**config.mk**
```make
export PLATFORM = sky130hd
export DESIGN_NAME = delta_list_timer_queue_top
export DESIGN_NICKNAME = d
export VERILOG_FILES = /design/src/dlt_pkg.sv /design/src/dlt_div.sv /design/src/delta_list_timer_queue_top.sv
export SDC_FILE = /design/constraint.sdc
export NUM_CORES = 2
export LEC_CHECK = 0
export BUFFER_PORTS_ARGS = -buffer_cell sky130_fd_sc_hd__buf_2
export CAP_MARGIN = 20
export CELL_PAD_IN_SITES_DETAIL_PLACEMENT = 0
export CELL_PAD_IN_SITES_GLOBAL_PLACEMENT = 1
export CORE_AREA = 2 2 285 287
export DETAILED_ROUTE_END_ITERATION = 7
export DIE_AREA = 0 0 287 289
export PLACE_DENSITY = 0.83
export SLEW_MARGIN = 20
export SYNTH_ARGS = -nofsm -noshare
export SYNTH_HDL_FRONTEND = slang
export SYNTH_SLANG_ARGS = --single-unit
```
**constraint.sdc**
```tcl
create_clock -name clk_i -period 10.9 [get_ports clk_i]
set_input_delay 0 -clock clk_i [delete_from_list [all_inputs] [get_ports clk_i]]
set_output_delay 0 -clock clk_i [all_outputs]
set_load 0.005 [all_outputs]
```
**src/dlt_pkg.sv**
```systemverilog
// Package for the delta list timer queue.
// Holds sizing constants, request/response structs and command codes.
// No dependencies.
package dlt_pkg;

  localparam int unsigned NUM_SLOTS = 16;
  localparam int unsigned TICK_MS   = 10;

  // Slot pointers are 5 bits wide; all ones means no slot.
  localparam int unsigned SlotW    = 5;
  localparam int unsigned SlotIdxW = $clog2(NUM_SLOTS);
  localparam logic [SlotW-1:0] SlotNil = '1;

  localparam int unsigned MsW  = 16;
  localparam int unsigned IdW  = 8;

  // Divide by the tick length as a multiply by a rounded-up reciprocal and a
  // right shift; exact for every MsW-bit dividend.
  localparam int unsigned DivShift = MsW + $clog2(TICK_MS);
  localparam int unsigned ProdW    = DivShift + MsW;
  localparam logic [MsW:0] DivRecip =
    (MsW+1)'(((64'd1 << DivShift) + 64'(TICK_MS) - 64'd1) / 64'(TICK_MS));

  localparam logic [IdW-1:0] IdFirst = IdW'(1);
  localparam logic [IdW-1:0] IdLast  = '1;

  typedef enum logic [1:0] {
    CmdTick  = 2'd0,
    CmdSet   = 2'd1,
    CmdClear = 2'd2,
    CmdNop   = 2'd3
  } cmd_e;

  typedef struct packed {
    logic [1:0]     cmd;
    logic [MsW-1:0] delay_ms;
    logic [MsW-1:0] period_ms;
  } in_req_t;

  typedef struct packed {
    logic [IdW-1:0] new_id;
    logic [IdW-1:0] expired_id;
  } out_rsp_t;

  typedef struct packed {
    logic busy;
    logic done;
  } div_stat_t;

endpackage

```
**src/dlt_div.sv**
```systemverilog
// Divider by the tick length: reciprocal multiply that latches the operand, then registers the quotient.
// Depends on dlt_pkg.
module dlt_div (
  input  logic                      clk_i,
  input  logic                      rst_ni,
  input  logic                      start_i,
  input  logic [dlt_pkg::MsW-1:0]   dividend_i,
  output dlt_pkg::div_stat_t        stat_o,
  output logic [dlt_pkg::MsW-1:0]   quot_o
);

  logic                        busy_q, busy_d;
  logic                        done_q, done_d;
  logic [dlt_pkg::MsW-1:0]     num_q, num_d;
  logic [dlt_pkg::MsW-1:0]     quot_q, quot_d;
  logic [dlt_pkg::ProdW-1:0]   prod;

  // Latch the operand, then take the high bits of the scaled product
  always_comb begin
    busy_d = busy_q;
    done_d = 1'b0;
    num_d  = num_q;
    quot_d = quot_q;
    prod   = num_q * dlt_pkg::DivRecip;
    if (start_i && !busy_q) begin
      busy_d = 1'b1;
      num_d  = dividend_i;
    end else if (busy_q) begin
      quot_d = prod[dlt_pkg::ProdW-1 -: dlt_pkg::MsW];
      busy_d = 1'b0;
      done_d = 1'b1;
    end
  end

  always_ff @(posedge clk_i or negedge rst_ni) begin
    if (!rst_ni) begin
      busy_q <= 1'b0;
      done_q <= 1'b0;
    end else begin
      busy_q <= busy_d;
      done_q <= done_d;
    end
  end

  always_ff @(posedge clk_i) begin
    num_q  <= num_d;
    quot_q <= quot_d;
  end

  assign stat_o.busy = busy_q;
  assign stat_o.done = done_q;
  assign quot_o      = quot_q;

`ifndef SYNTH
  a_start_idle: assert property (@(posedge clk_i) disable iff (!rst_ni)
    start_i |-> !busy_q) else $error("divider started while busy");
  a_done_pulse: assert property (@(posedge clk_i) disable iff (!rst_ni)
    done_q |=> !done_q) else $error("divider done held");
  a_done_after: assert property (@(posedge clk_i) disable iff (!rst_ni)
    done_q |-> $past(busy_q) && !busy_q) else $error("divider done without run");
`endif

endmodule

```
**src/delta_list_timer_queue_top.sv**
```systemverilog
// Top level of the delta list timer queue: slot store, list sequencer, output register.
// Depends on dlt_pkg and dlt_div.
//
// Usage:
//   Requests enter on in_req_i under in_valid_i/in_stall_o. A request is taken
//   at an edge where valid is high and stall is low; stall stays high while a
//   request is being worked. Each request gives one response on out_rsp_o
//   under out_valid_o/out_stall_i: the new id from an accepted set (0 otherwise) and the
//   current expiry flag.
//   A set runs the shared divider twice, delay then period, and then walks the
//   list one slot per cycle to find its place; a periodic clear walks the list
//   likewise to reinsert its head. Ticks, one-shot clears, no-ops, null or
//   full sets and clears of an empty list use neither the divider nor the walk.
//   Reset: the list is empty, all slots are free, the next id is 1 and the
//   flag is 0. While the receiver stalls, the finished response is held and
//   one more request may be taken; it completes once the output frees.
module delta_list_timer_queue_top (
  input  logic              clk_i,
  input  logic              rst_ni,
  input  logic              in_valid_i,
  output logic              in_stall_o,
  input  dlt_pkg::in_req_t  in_req_i,
  output logic              out_valid_o,
  input  logic              out_stall_i,
  output dlt_pkg::out_rsp_t out_rsp_o
);

  typedef enum logic [8:0] {
    StIdle  = 9'b000000001,
    StTick  = 9'b000000010,
    StDivD  = 9'b000000100,
    StDivP  = 9'b000001000,
    StWalk  = 9'b000010000,
    StClr   = 9'b000100000,
    StChk   = 9'b001000000,
    StDone  = 9'b010000000,
    StWaitD = 9'b100000000
  } state_e;

  localparam int unsigned SW = dlt_pkg::SlotW;
  localparam int unsigned MW = dlt_pkg::MsW;
  localparam int unsigned IW = dlt_pkg::IdW;
  localparam int unsigned XW = dlt_pkg::SlotIdxW;

  state_e state_q, state_d;

  // Slot store
  logic [IW-1:0] id_q   [dlt_pkg::NUM_SLOTS];
  logic [MW-1:0] cd_q   [dlt_pkg::NUM_SLOTS];
  logic [MW-1:0] per_q  [dlt_pkg::NUM_SLOTS];
  logic [SW-1:0] link_q [dlt_pkg::NUM_SLOTS];

  logic [SW-1:0] head_q, head_d, free_q, free_d;
  logic [SW-1:0] cur_q, cur_d, prev_q, prev_d, ins_q, ins_d;
  logic [MW-1:0] acc_q, acc_d;
  logic [IW-1:0] seed_q, seed_d, flag_q, flag_d, nid_q, nid_d;
  logic [1:0]    cmd_q, cmd_d;
  logic [MW-1:0] per_ms_q, per_ms_d;
  logic          out_valid_q, out_valid_d;
  dlt_pkg::out_rsp_t out_q, out_d;

  // Shared divider
  logic               div_start;
  logic [MW-1:0]      div_num, div_quot;
  dlt_pkg::div_stat_t div_stat;

  // Single read port into the slot store
  logic [SW-1:0] rd_slot;
  logic [XW-1:0] rd_idx;
  logic [MW-1:0] rd_cd, rd_per;
  logic [SW-1:0] rd_link;
  logic [IW-1:0] rd_id;

  // Write ports
  logic          cda_we, cdb_we, lka_we, lkb_we, idw_we, pw_we;
  logic [SW-1:0] cda_slot, cdb_slot, lka_slot, lkb_slot, idw_slot;
  logic [MW-1:0] cda_val, cdb_val, pw_val;
  logic [SW-1:0] lka_val, lkb_val;

  function automatic logic slot_ok(logic [SW-1:0] s);
    return s < SW'(dlt_pkg::NUM_SLOTS);
  endfunction

  dlt_div u_div (
    .clk_i     (clk_i),
    .rst_ni    (rst_ni),
    .start_i   (div_start),
    .dividend_i(div_num),
    .stat_o    (div_stat),
    .quot_o    (div_quot)
  );

  // Pick the read address for the current step
  always_comb begin
    case (state_q)
      StWalk:  rd_slot = cur_q;
      StDivP:  rd_slot = free_q;
      default: rd_slot = head_q;
    endcase
  end

  assign rd_idx  = rd_slot[XW-1:0];
  assign rd_cd   = cd_q[rd_idx];
  assign rd_per  = per_q[rd_idx];
  assign rd_link = link_q[rd_idx];
  assign rd_id   = id_q[rd_idx];

  // Sequencer
  always_comb begin
    state_d     = state_q;
    head_d      = head_q;
    free_d      = free_q;
    cur_d       = cur_q;
    prev_d      = prev_q;
    ins_d       = ins_q;
    acc_d       = acc_q;
    seed_d      = seed_q;
    flag_d      = flag_q;
    nid_d       = nid_q;
    cmd_d       = cmd_q;
    per_ms_d    = per_ms_q;
    out_d       = out_q;
    out_valid_d = out_valid_q && out_stall_i;
    div_start   = 1'b0;
    div_num     = per_ms_q;
    cda_we = 1'b0; cda_slot = cur_q;  cda_val = '0;
    cdb_we = 1'b0; cdb_slot = ins_q;  cdb_val = acc_q;
    lka_we = 1'b0; lka_slot = ins_q;  lka_val = cur_q;
    lkb_we = 1'b0; lkb_slot = prev_q; lkb_val = ins_q;
    idw_we = 1'b0; idw_slot = free_q;
    pw_we  = 1'b0; pw_val   = div_quot;

    case (state_q)
      StIdle: begin
        if (in_valid_i) begin
          cmd_d    = in_req_i.cmd;
          per_ms_d = in_req_i.period_ms;
          nid_d    = '0;
          case (in_req_i.cmd)
            dlt_pkg::CmdTick: state_d = StTick;
            dlt_pkg::CmdSet: begin
              if ((in_req_i.delay_ms == '0 && in_req_i.period_ms == '0) ||
                  !slot_ok(free_q)) begin
                state_d = StDone;
              end else begin
                div_start = 1'b1;
                div_num   = in_req_i.delay_ms;
                state_d   = StWaitD;
              end
            end
            dlt_pkg::CmdClear: begin
              flag_d  = '0;
              state_d = slot_ok(head_q) ? StClr : StDone;
            end
            default: state_d = StDone;
          endcase
        end
      end
      StWaitD: state_d = StDivD;
      StDivD: begin
        // Hold the delay ticks, at least one, then divide the period
        if (div_stat.done) begin
          acc_d     = (div_quot == '0) ? MW'(1) : div_quot;
          div_start = 1'b1;
          state_d   = StDivP;
        end
      end
      StDivP: begin
        // Take the free head slot and start the ordered insert
        if (div_stat.done) begin
          pw_we    = 1'b1;
          idw_we   = 1'b1;
          free_d   = rd_link;
          ins_d    = free_q;
          nid_d    = seed_q;
          seed_d   = (seed_q == dlt_pkg::IdLast) ? dlt_pkg::IdFirst : seed_q + 1'b1;
          prev_d   = dlt_pkg::SlotNil;
          cur_d    = head_q;
          state_d  = StWalk;
        end
      end
      StWalk: begin
        if (slot_ok(cur_q) && acc_q >= rd_cd) begin
          acc_d  = acc_q - rd_cd;
          prev_d = cur_q;
          cur_d  = rd_link;
        end else begin
          // Link the slot in ahead of cur and trim cur's delta
          cda_we  = slot_ok(cur_q);
          cda_val = rd_cd - acc_q;
          cdb_we  = 1'b1;
          lka_we  = 1'b1;
          lka_val = slot_ok(cur_q) ? cur_q : dlt_pkg::SlotNil;
          if (slot_ok(prev_q)) lkb_we = 1'b1;
          else                 head_d = ins_q;
          state_d = (cmd_q == dlt_pkg::CmdClear) ? StChk : StDone;
        end
      end
      StTick: begin
        // Count down an unexpired head and raise the flag at zero
        if (slot_ok(head_q) && rd_cd != '0) begin
          cda_we   = 1'b1;
          cda_slot = head_q;
          cda_val  = rd_cd - 1'b1;
          if (rd_cd == MW'(1)) flag_d = rd_id;
        end
        state_d = StDone;
      end
      StClr: begin
        // Drop the head; reload a periodic one, free a one-shot one
        head_d = rd_link;
        if (rd_per != '0) begin
          ins_d   = head_q;
          acc_d   = rd_per;
          prev_d  = dlt_pkg::SlotNil;
          cur_d   = rd_link;
          state_d = StWalk;
        end else begin
          lka_we   = 1'b1;
          lka_slot = head_q;
          lka_val  = free_q;
          free_d   = head_q;
          state_d  = StChk;
        end
      end
      StChk: begin
        if (slot_ok(head_q) && rd_cd == '0) flag_d = rd_id;
        state_d = StDone;
      end
      StDone: begin
        if (!out_valid_q || !out_stall_i) begin
          out_valid_d      = 1'b1;
          out_d.new_id     = nid_q;
          out_d.expired_id = flag_q;
          state_d          = StIdle;
        end
      end
      default: state_d = StIdle;
    endcase
  end

  // Control registers
  always_ff @(posedge clk_i or negedge rst_ni) begin
    if (!rst_ni) begin
      state_q     <= StIdle;
      head_q      <= dlt_pkg::SlotNil;
      free_q      <= '0;
      seed_q      <= dlt_pkg::IdFirst;
      flag_q      <= '0;
      out_valid_q <= 1'b0;
      for (int i = 0; i < int'(dlt_pkg::NUM_SLOTS); i++) begin
        link_q[i] <= (i + 1 < int'(dlt_pkg::NUM_SLOTS)) ? SW'(i + 1) : dlt_pkg::SlotNil;
      end
    end else begin
      state_q     <= state_d;
      head_q      <= head_d;
      free_q      <= free_d;
      seed_q      <= seed_d;
      flag_q      <= flag_d;
      out_valid_q <= out_valid_d;
      if (lka_we) link_q[lka_slot[XW-1:0]] <= lka_val;
      if (lkb_we) link_q[lkb_slot[XW-1:0]] <= lkb_val;
    end
  end

  // Payload registers and slot fields
  always_ff @(posedge clk_i) begin
    cur_q    <= cur_d;
    prev_q   <= prev_d;
    ins_q    <= ins_d;
    acc_q    <= acc_d;
    nid_q    <= nid_d;
    cmd_q    <= cmd_d;
    per_ms_q <= per_ms_d;
    out_q    <= out_d;
    if (cda_we) cd_q[cda_slot[XW-1:0]] <= cda_val;
    if (cdb_we) cd_q[cdb_slot[XW-1:0]] <= cdb_val;
    if (idw_we) id_q[idw_slot[XW-1:0]] <= seed_q;
    if (pw_we)  per_q[idw_slot[XW-1:0]] <= pw_val;
  end

  assign in_stall_o  = (state_q != StIdle);
  assign out_valid_o = out_valid_q;
  assign out_rsp_o   = out_q;

`ifndef SYNTH
  a_out_from_done: assert property (@(posedge clk_i) disable iff (!rst_ni)
    $rose(out_valid_q) |-> $past(state_q) == StDone) else $error("response outside done");
  a_lists_apart: assert property (@(posedge clk_i) disable iff (!rst_ni)
    !(slot_ok(head_q) && head_q == free_q)) else $error("slot on both lists");
  a_seed_nonzero: assert property (@(posedge clk_i) disable iff (!rst_ni)
    seed_q != '0) else $error("id seed is zero");
`endif

endmodule
```
# == After elaboration in Yosys (flattened, before gate mapping) ==
# Memories as Yosys holds them, arrays and structs flattened.
# Cells that the tools add are included.
# word_totals
output_inout_bits,18
reg_bits,220
ramBits,592
rom_bits,0
memories,3
latchBits,0
# classes
magnitude_cmp,10
addsub,4
bitwise,4
n_eq_ne,28
n_shift,0
div,0
multipliers,1
n_reduce_logical,40
muxes,97
# memory_table
name,depth,width,rd,rd_clocked_by_memory_dff,wr,line_no,text
cd_q,16,16,1,0,2,delta_list_timer_queue_top.sv:49,logic [MW-1:0] cd_q [dlt_pkg::NUM_SLOTS];
per_q,16,13,1,0,1,delta_list_timer_queue_top.sv:50,logic [MW-1:0] per_q [dlt_pkg::NUM_SLOTS];
id_q,16,8,1,0,1,delta_list_timer_queue_top.sv:48,logic [IW-1:0] id_q [dlt_pkg::NUM_SLOTS];
# ops
cell,count
80-bit bitwise mux,2
80-bit two-way mux,2
16-bit two-way mux,9
5-bit two-way mux,19
8-bit two-way mux,10
9-bit one-hot mux with 8 select lines,1
16-bit zero test,4
9-bit two-way mux,6
16-bit one-hot mux with 3 select lines,1
5-bit demux with 4-bit select,2
5-bit one-hot mux with 2 select lines,4
"16-bit by 16-bit multiplier with 32-bit output, second input constant",1
16-bit one-hot mux with 2 select lines,1
16-bit nonzero test,2
16-bit subtractor,2
5-bit one-hot mux with 3 select lines,2
9-bit one-hot mux with 3 select lines,1
1-bit two-way mux,24
8-bit one-hot mux with 3 select lines,1
5-bit binary-select mux with 4-bit select,1
"5-bit < comparator, second input constant",4
"2-bit != test, second input constant",10
"16-bit by 1-bit == test with 1-bit output, second input constant",1
16-bit greater-or-equal comparator,1
other kinds (38),73

# == Depth between registers and ports, before layout ==
# An unclocked memory read counts as a cell.
# depth
word_depth,15
mapped_depth,29
mapped_depth_nobuf,23

# == Modules after synthesis ==
# From an unflattened synthesis, not the netlist that was laid out.
# hier_totals
cells_unflattened,4178
hier_area_um2,46464.6
# modules_own_cells
module,instances,cells_per_inst,area_per_inst_um2
delta_list_timer_queue_top,1,3648,40801.6
dlt_div,1,530,5662.9

# == Least setup slack after synthesis ==
# OpenSTA, ideal clock, no wires.
# synth_timing
path_type,reg2reg
startpoint,reg state_q[8]
endpoint,mem cd_q[4][0] (netlist bit) (enable)
synth_period_minus_slack_ns,7.034
n_path_buf,8
stages_incl_launch_ff,26
t_required_ns,10.489
arrival_time_ns,6.622
path_slack_ns,3.866
path_cell_list,dfrtp_1 > clkbuf_1 > or4b_1 > buf_2 > nor3_4 > nand2b_2 > nand2_4 > buf_6 > buf_4 > mux2_2 > a2111oi_1 > nand2_1 > ha_1 > clkbuf_1 > a21o_1 > a21oi_1 > o21ai_0 > a211o_1 > a21oi_1 > o31ai_1 > nor2_1 > buf_1 > buf_1 > nand3_1 > clkbuf_1 > o21ai_0
# synth_lines
item,line_no,text
"start, declared",delta_list_timer_queue_top.sv:45,"state_e state_q, state_d;"
"start signal, assigned",delta_list_timer_queue_top.sv:245,state_q <= StIdle;
"start signal, assigned",delta_list_timer_queue_top.sv:255,state_q <= state_d;
"end, declared",delta_list_timer_queue_top.sv:49,

==> results.md <==
| Item | Reported |
| --- | --- |
| TritonCTS buffer count | 85 |
| Top area cells in the synthesized netlist | sky130_fd_sc_hd__edfxtp_1 (47%), sky130_fd_sc_hd__a21oi_1 (4.8%), sky130_fd_sc_hd__ha_1 (4.7%), sky130_fd_sc_hd__dfrtp_1 (4.2%), sky130_fd_sc_hd__fa_1 (3.7%) |
| Max-slew violation total from the final report | 0 |
| Number of antenna violations at the first check in global routing | 4 |
| Buffers from clock root to sink, at most | 3 |
| Highest clock rate | 115 MHz |
| Leading register cell type out of synthesis | sky130_fd_sc_hd__edfxtp_1 |
| Total area of sequential cells | 23800 um^2 |
| Crit-path cells | or4_1 -> nor3_4 -> nor3_1 -> o31ai_4 -> buf_4 -> a21oi_1 -> a2111oi_1 -> buf_4 -> or4b_1 -> ha_1 -> nand3_1 -> a21oi_1 -> a21oi_1 -> o31ai_1 -> nor2_4 -> and3_1 -> nand2_1 -> buf_4 -> nand3_1 |
| Total standard cell area after synthesis | 44500 um^2 |
| Clk slew on worst S/H paths | 0.06 ns |
| Synthesized net count | 4442 |
| Mean instance size in the synthesized netlist | 10.7 um^2 |
| Wire per inst | 27.5 um |
| Area of the multi-input gates | 18600 um^2 |
| Status | complete, no violations |
| Crit path capture type | flip-flop |
| Sum of internal, switching and leakage power | 13.2 mW |
| CP startpoint kind | flip-flop |
| Root Buffer | sky130_fd_sc_hd__clkbuf_16 |
| Flip-flop and latch count after synthesis | 812 |
| # H-tree levels | 3 |
| Final worst path period need | 8.73 ns |
| Total wirelength of the detailed-routed design | 144000 um |
| TritonCTS clock tree | done |
| Total count of hold-check failures in the final report | 0 |
| Cell count after synthesis | 4155 |
| Setup TNS | 0 ns |
| Area growth from synthesis to final layout | 10.3% |
| # rows | 104 |
| Initial Utilization | 0.557 |
| Share of layout cells above drive strength 1 | 0.126 |
| Post-synth EDFFs | 694 |
| Worst reg2reg path endpoint | cd_q[11][6] |
| Post-cts repair resize count | 0 |
| Number of warnings printed during yosys synthesis | 0 |
| Slew HR | 0.240 |
| Period utilisation layout | 0.800 |
| Relative contribution of sequential cells to total power | 0.314 |
| Post-detailed-route count of antenna-violating nets | 0 |
| Leakage component of the power | 18.8 nW |
| Min-Delay Endpoint | per_ms_q[15] |
| Worst setup path class | reg -> reg |
| Flop2flop setup slack | 2.17 ns |
| First-pass iteration count of the detailed router | 6 |
| Delay of the slowest cell on the worst path | 0.97 ns |
| Congestion Overflow GR | 0 |
| Crit path buf inv count | 3 |
| Combined global-route utilization of all metal layers | 0.345 |
| Hold Path Cell Cnt | 2 |
| DR vias | 34300 |
| Post-CTS setup-driven buffer insertion count | 0 |
| Logic depth of the worst register-to-register path | 19 |
| Internal power | 7.78 mW |
| Area inside the core boundary | 79900 um^2 |
| Post-detailed-placement half-perimeter wirelength | 93300 um |
| Max-cap violations | 0 |
| Total of buffers placed on input and output ports | 55 |
| Count of final setup violators | 0 |
| Share of total power in combinational logic | 0.452 |
| Number of nets in the layout | 4397 |
| Worst path slowest cell | sky130_fd_sc_hd__a2111oi_1 |
| Maximum number of pins on one net before global-route repair | 135 |
| Source-to-sink clock delay at the later pin of the worst-skew pair | 0.67 ns |
| Critical path fanouts, max | 35 |
| Power density over the cells | 268 nW/um^2 |
| Sequential share of the synthesized area | 0.536 |
| Post-synth top area share | 0.469 |
| Worst vdd ir | 0.318 mV |
| Least-Margin Pin Slew | 1.14 ns |
| R2R Path Start | state_q[2] |
| Last weighted congestion value of the routability-driven placer | 0.955 |
| Clock sink total | 812 |
| Vias in the first global route | 33000 |
| Count of routing violations after the opening detailed-route iteration | 4664 |
| Hold wc startpoint | in_req_i[15] |
| Die height | 289 um |
| Critical path data required time | 11.01 ns |
| Cell accounting for the most synthesized area | sky130_fd_sc_hd__edfxtp_1 |
| Clk pwr share | 0.235 |
| Floorplan die area | 82900 um^2 |
| RSZ-0062 raised after global routing | no |
| First-pass GRT wire length | 213000 um |
| Post-layout util | 0.614 |
| Horizontal die dimension | 287 um |
| Fillers | 6427 |
| Hold WC Path Type | in -> reg |
| Net switching fraction of the power | 0.409 |
| Clock skew | 0.0303 ns |
| Post-DR vias/cell | 6.54 |
| Count of unresolved DRC violations after routing | 0 |
| Boundary pin count | 56 |
| Net switching component of the power | 5.38 mW |
| Data arrival time of the critical path | 8.84 ns |
| CP delay by family, top | simple AND/OR/NAND/NOR gates |
| Async SR Flop Fraction | 0.145 |
| Hold buffer count at CTS | 40 |
| Number of library cell types mapped by synthesis | 101 |
## area by class of cell
class | instances | share of cell area
well taps | 1060 | 0.0270
diodes | 3 | 0.000153
clock inverters | 56 | 0.0142
flip-flops and latches | 812 | 0.486
repair buffers | 194 | 0.0294
inverters | 218 | 0.0167
clock buffers | 102 | 0.0461
multi-input cells | 2799 | 0.380
## per-layer routing
metal / routed length (um) / share of wire / global-route usage
met3: 15200 / 0.11 / 0.0618
met5: 11 / 0.000076 / 0
met2: 66500 / 0.46 / 0.548
met1: 55000 / 0.38 / 0.463
met4: 7560 / 0.052 / 0.167
## how the worst max path moves through the flow
stage,startpoint,end,cells past startpoint
after floorplan,state_q[8],cd_q[4][0],25
after global placement,state_q[2],link_q[4],19
after detailed placement,state_q[2],cd_q[11][5],19
after CTS,state_q[2],cd_q[11][13],19
after global routing,state_q[2],cd_q[11][12],19
final,state_q[2],cd_q[11][6],19
## cells by family after synthesis
logic type | Yosys count | share of synthesized area
muxes | 110 | 0.0264
and+or+nand+nor | 1390 | 0.146
DFF | 812 | 0.536
xor gates and xnor gates | 45 | 0.00886
AOI/OAI and AO/OA | 1005 | 0.147
buffers and inverters | 544 | 0.0513
adders and majority gates | 249 | 0.0841
## power by group through the flow
stage	Sequential, mW	Combinational, mW	Clock (mW)
after floorplan	3.97	4.19	0
after global placement	4.16	5.76	0
after detailed placement	4.17	5.80	0
after CTS	4.11	5.87	3.09
after global routing	4.14	6.54	3.21
final	4.13	5.94	3.09
## cells in the final DEF, fill, tap and decap left out, drive strengths merged, types with 39 or more instances in the layout
master | synthesis | layout
a21oi | 450 | 450
a311oi | 47 | 47
a31oi | 61 | 61
and3 | 47 | 47
buf | 122 | 154
clkbuf | 204 | 103
dfrtp | 74 | 74
dfstp | 44 | 44
dlygate4sd3 | 0 | 39
edfxtp | 694 | 694
fa | 83 | 83
ha | 166 | 166
inv | 217 | 222
mux2 | 59 | 59
mux2i | 51 | 51
nand2 | 420 | 420
nand3 | 237 | 237
nand4 | 44 | 44
nor2 | 419 | 419
nor3 | 51 | 51
nor4 | 43 | 43
o21a | 43 | 43
o21ai | 154 | 154
## per-stage QoR
| stage | worst slack, ns | cells | area, um^2 | hold slack (ns) |
|---|---|---|---|---|
| after floorplan | 3.87 | 4155 | 44500 | -0.296 |
| after global placement | 2.13 | 5042 | 45600 | 0.0803 |
| after detailed placement | 2.54 | 5042 | 45700 | 0.0872 |
| after CTS | 2.48 | 5240 | 49000 | 0.0553 |
| after global routing | 2.03 | 5243 | 49000 | 0.0956 |
| final | 2.17 | 5244 | 49000 | 0.0896 |
## registers in the layout, indices dropped and copies added, names as in the netlist, 8 cells and up
| signal | flops |
|---|---|
| flag_q | 8 |
| out_rsp_o | 16 |
| per_ms_q | 16 |
| nid_q | 8 |
| cd_q | 256 |
| id_q | 128 |
| per_q | 208 |
| seed_q | 8 |
| u_div.quot_o | 13 |
| acc_q | 16 |
| state_q | 9 |
| u_div.num_q | 16 |
| link_q | 80 |
## synthesized netlist by cell type (all sizes together) (6+ instances only)
master,count
nand2b,22
nor3,51
buf,122
ha,166
nor2,419
a311oi,47
or4b,8
o31ai,23
o21a,43
o2111ai,8
o311ai,14
or3,13
xnor2,34
nand4,44
mux2i,51
a21o,26
inv,217
and2,22
xor2,11
mux2,59
nor2b,18
a22oi,6
o22ai,32
or2,12
dfstp,44
a21oi,450
nor4,43
o221ai,13
edfxtp,694
o21ai,154
nand2,420
o211a,6
nand3,237
a31oi,61
dfrtp,74
nor3b,8
clkbuf,204
a2111oi,32
and3,47
fa,83
a211oi,31
or4,6
(Power assumes the default switching activity.)
